==> src/hdl/chf_pkg.sv <==
// shared command and status types for the chained hash table
`timescale 1ns / 1ps
package chf_pkg;

	typedef struct packed {
		logic latch;
		logic head_rd;
		logic ent_rd_head;
		logic ent_rd_link;
		logic ins_data;
		logic ins_link;
		logic load_out;
		logic out_found;
		logic out_inserted;
		logic cfg_write;
		logic clr_step;
	} dp_cmd_t;

	typedef struct packed {
		logic head_zero;
		logic key_match;
		logic link_zero;
		logic can_insert;
		logic out_free;
		logic clr_done;
	} dp_sts_t;

endpackage

==> src/hdl/chf_ctrl.sv <==
// controller: request sequencing, chain walk and table clearing
`timescale 1ns / 1ps
module chf_ctrl import chf_pkg::*; (
	input  logic    clk,
	input  logic    arst_n,
	input  logic    in_valid,
	output logic    in_ready,
	input  logic    cfg_valid,
	output logic    cfg_ready,
	input  dp_sts_t sts_i,
	output dp_cmd_t cmd_o
);

	typedef enum logic [2:0] {
		S_CLEAR, S_IDLE, S_HEAD, S_CMP, S_MISS, S_LINK, S_DONE
	} state_t;

	state_t state_q, state_d;
	logic   found_q, found_d;
	logic   ins_q, ins_d;

	assign cfg_ready = (state_q == S_IDLE) || (state_q == S_CLEAR);
	assign in_ready  = (state_q == S_IDLE) && !cfg_valid;

	always_comb begin
		cmd_o   = '0;
		state_d = state_q;
		found_d = found_q;
		ins_d   = ins_q;
		case (state_q)
			S_CLEAR: begin
				cmd_o.clr_step = 1'b1;
				if (sts_i.clr_done) begin
					state_d = S_IDLE;
				end
			end
			S_IDLE: begin
				if (in_valid && in_ready) begin
					cmd_o.latch   = 1'b1;
					cmd_o.head_rd = 1'b1;
					state_d       = S_HEAD;
				end
			end
			S_HEAD: begin
				if (sts_i.head_zero) begin
					state_d = S_MISS;
				end else begin
					cmd_o.ent_rd_head = 1'b1;
					state_d           = S_CMP;
				end
			end
			S_CMP: begin
				if (sts_i.key_match) begin
					found_d = 1'b1;
					ins_d   = 1'b0;
					state_d = S_DONE;
				end else if (sts_i.link_zero) begin
					state_d = S_MISS;
				end else begin
					cmd_o.ent_rd_link = 1'b1;
				end
			end
			S_MISS: begin
				found_d = 1'b0;
				if (sts_i.can_insert) begin
					cmd_o.ins_data = 1'b1;
					state_d        = S_LINK;
				end else begin
					ins_d   = 1'b0;
					state_d = S_DONE;
				end
			end
			S_LINK: begin
				cmd_o.ins_link = 1'b1;
				ins_d          = 1'b1;
				state_d        = S_DONE;
			end
			S_DONE: begin
				if (sts_i.out_free) begin
					cmd_o.load_out     = 1'b1;
					cmd_o.out_found    = found_q;
					cmd_o.out_inserted = ins_q;
					state_d            = S_IDLE;
				end
			end
			default: begin
				state_d = S_IDLE;
			end
		endcase
		if (cfg_valid && cfg_ready) begin
			cmd_o.cfg_write = 1'b1;
			cmd_o.clr_step  = 1'b0;
			state_d         = S_CLEAR;
		end
	end

	always_ff @(posedge clk or negedge arst_n) begin
		if (!arst_n) begin
			state_q <= S_CLEAR;
			found_q <= 1'b0;
			ins_q   <= 1'b0;
		end else begin
			state_q <= state_d;
			found_q <= found_d;
			ins_q   <= ins_d;
		end
	end

endmodule

==> config.mk <==
export PLATFORM = sky130hd
export DESIGN_NAME = chf_ctrl
export DESIGN_NICKNAME = d
export VERILOG_FILES = /design/src/hdl/chf_pkg.sv /design/src/hdl/chf_ctrl.sv
export SDC_FILE = /design/constraint.sdc
export NUM_CORES = 1
export LEC_CHECK = 0
export BUFFER_PORTS_ARGS = -buffer_cell sky130_fd_sc_hd__buf_2
export CORE_UTILIZATION = 35
export CTS_BUF_LIST = sky130_fd_sc_hd__clkbuf_16
export CTS_CLUSTER_SIZE = 14
export DETAILED_ROUTE_END_ITERATION = 10
export GPL_TIMING_DRIVEN = 0
export MAX_ROUTING_LAYER = met4
export PLACE_DENSITY = 0.72
export REMOVE_ABC_BUFFERS = 1
export SLEW_MARGIN = 0
export SYNTH_ARGS = -nofsm -noshare
export SYNTH_HDL_FRONTEND = slang
export SYNTH_SLANG_ARGS = --single-unit
==> constraint.sdc <==
create_clock -name clk -period 1.9 [get_ports clk]
set_clock_uncertainty 0.1 [all_clocks]
set_input_delay 0.285 -clock clk [delete_from_list [all_inputs] [get_ports clk]]
set_output_delay 0.285 -clock clk [all_outputs]
set_load 0.05 [all_outputs]
==> impl_metrics.toml <==
[status]
status = "completed"

[critical_path]
endpoint_kind = "primary output"
worstPathRequired_ps = 1510
cp_max_fo = 9
cp-start-kind = "register"
criticalPathCategory = "reg -> out"
arrival_ps = 1460

[sta]
slew_headroom = 0.8308
fin_crit_sh = 0.9703
tightest_slew_ps = 253.7
grt_setup_unrepaired = "yes"
final_hold_viol_count = 0
fmaxAchievable_mhz = 542.4
setup-violations-final = 0
whs_ps = 160.3
fin_crit_ps = 1844
drv_slew = 0

[cts]
cts_sinks = 5
tritoncts = "built"
cts.htree.levels = 1
clk_pin_slew_ps = 30
cts-buffers-inserted = 3
clkLatencyLatePin_ps = 220
root_buffer = "clkbuf_16"
cts_buffer_depth = 2

[global_routing]
antenna_found_initial = 0
grt_max_degree = 18
grt_pass1_wl_um = 1766
grt_usage = 0.1770
grt_pass1_vias = 424
grt.overflow.total = 0

[route]
drt_iter0_drc = 4
routed_wl_um = 1304
routed_via_density = 5.117
drc_errors = 0
vias = 527
ant_nets = 0
first_pass_iters = 4
wl_per_cell_um = 12.66

[place]
gp_congestion = 0.7743
dp_hpwl_um = 758.2
port_buffers = 22

[cells_and_area]
drive_above_1_share = 0.5000
antenna_cells = 0
nets = 99
fillCellCount = 114
area_growth_pct = 58.44

[floorplanning]
ios = 23
start_util = 0.3749
rows = 13
die_x_um = 39.10
die_area_um2 = 1529
design.core.area_um2 = 1285
die_h_um = 39.10

[logic_synthesis]
seq_area_frac_synth = 0.2597
synth-edff-count = 0
ys_types = 34
syn_area_per_cell_um2 = 8.305
synth-seq-cells = 5
syn_inst = 58
ys.flop_type = "dfrtp_1"
ys_warn_count = 0
syn_area_um2 = 481.7
async_flop_share = 1.000

[min_path]
hold_class = "in -> reg"

[power_and_ir_drop]
powerDensity_nw_per_um2 = 1838
p_leak_nw = 0.3761
p_total_mw = 1.402
peakVddDrop_uv = 666.3

[run]
maxCapViolations = 0
sequential cells by signal (all words and copies together) (netlist names):
register  count
ins_q         1
found_q       1
state_q       3
report_power, final:
part | internal (mW) | switching, mW
combinational | 0.346 | 0.453
clock | 0.272 | 0.0664
sequential | 0.162 | 0.104
total | 0.779 | 0.623
worst max-delay path: stages (launching register included):
cell	delay, ps
dfrtp_2	440
buf_4	190
nor4b_1	290
buf_2	320
cell usage after synthesis, types with 2 or more instances:
| library cell | number | area share |
|---|---|---|
| and2_1 | 5 | 0.065 |
| dfrtp_1 | 5 | 0.26 |
| nand2_1 | 4 | 0.031 |
| inv_1 | 3 | 0.023 |
| nor2_1 | 3 | 0.023 |
| a21oi_1 | 2 | 0.021 |
| buf_4 | 2 | 0.031 |
| clkbuf_1 | 2 | 0.016 |
| nand2b_1 | 2 | 0.026 |
| nand3b_1 | 2 | 0.031 |
| nor2b_1 | 2 | 0.026 |
| nor4b_1 | 2 | 0.036 |
| o21ai_0 | 2 | 0.021 |
| o21bai_1 | 2 | 0.031 |
layer usage:
layer / wire (um) / global-route usage / share of wire / up-vias
li1: - / - / - / 262
met1: 598 / 0.1828 / 0.46 / 248
met2: 661 / 0.3208 / 0.51 / 17
met3: 44 / 0.03468 / 0.034 / 0
met4: 0 / 0.07759 / 0 / 0
met5: 0 / - / 0 / -
cell families after synthesis:
| logic type | synth area share |
|---|---|
| AOI/OAI and AO/OA | 0.2078 |
| DFF | 0.2597 |
| buffers and inverters | 0.1117 |
| and+or+nand+nor | 0.3688 |
| muxes | 0.05194 |
cells in the final DEF, fill, tap and decap left out, types with 2 or more instances in the layout:
cell / instances
buf_2: 17
buf_4: 11
and2_1: 5
inv_1: 4
nand2_1: 4
clkbuf_4: 4
nor2_1: 3
clkbuf_16: 3
dfrtp_2: 3
nor2b_1: 2
o21bai_1: 2
nand3b_1: 2
nand2b_1: 2
a21oi_1: 2
o21ai_0: 2
dfrtp_1: 2
worst paths after layout:
check	slack (ps)	endpoint	startpoint	cells after the start
worst min register to register	450	found_q$_DFFE_PN0P_	found_q$_DFFE_PN0P_	2
max in group asynchronous	1250	state_q[1]$_DFFE_PN0P_	arst_n	2
worst max register to register	90	state_q[1]$_DFFE_PN0P_	state_q[2]$_DFFE_PN0P_	4
min in group asynchronous	300	ins_q$_DFFE_PN0P_	arst_n	2
worst min-delay path	160	state_q[2]$_DFFE_PN0P_	sts_i[1]	2
worst max-delay path	60	cmd_o[6]	state_q[1]$_DFFE_PN0P_	3
through the flow:
| stage | setup slack [ps] | util | setup TNS (ps) | instance area (um^2) | cells |
|---|---|---|---|---|---|
| after global placement | -52.46 | 0.4421 | -52.46 | 568.0 | 88 |
| after global routing | -4.103 | 0.5940 | -6.104 | 763.2 | 103 |
| after detailed placement | -61.52 | 0.4421 | -61.52 | 568.0 | 88 |
| after floorplan | -985.7 | - | -5924 | 439.2 | 51 |
| after CTS | -27.73 | 0.5365 | -54.14 | 689.4 | 96 |
| final | 56.36 | 0.5940 | 0 | 763.2 | 103 |
final cells by class:
| class | count | area, um^2 | area share |
|---|---|---|---|
| Multi-Input combinational cell | 43 | 317.8 | 0.4164 |
| Timing Repair Buffer | 33 | 207.7 | 0.2721 |
| Sequential cell | 5 | 128.9 | 0.1689 |
| Clock buffer | 3 | 75.07 | 0.09836 |
| Tap cell | 15 | 18.77 | 0.02459 |
| Inverter | 3 | 11.26 | 0.01475 |
| Clock inverter | 1 | 3.754 | 0.004918 |
repair_timing:
action,CTS,global route
hold buffers,1,0
gates resized for setup,4,7
hold endpoints to repair,5,0
cloned,0,0
setup buffers,3,7
endpoints found under the setup margin,10,7
Power figures use the tool's default switching activity.
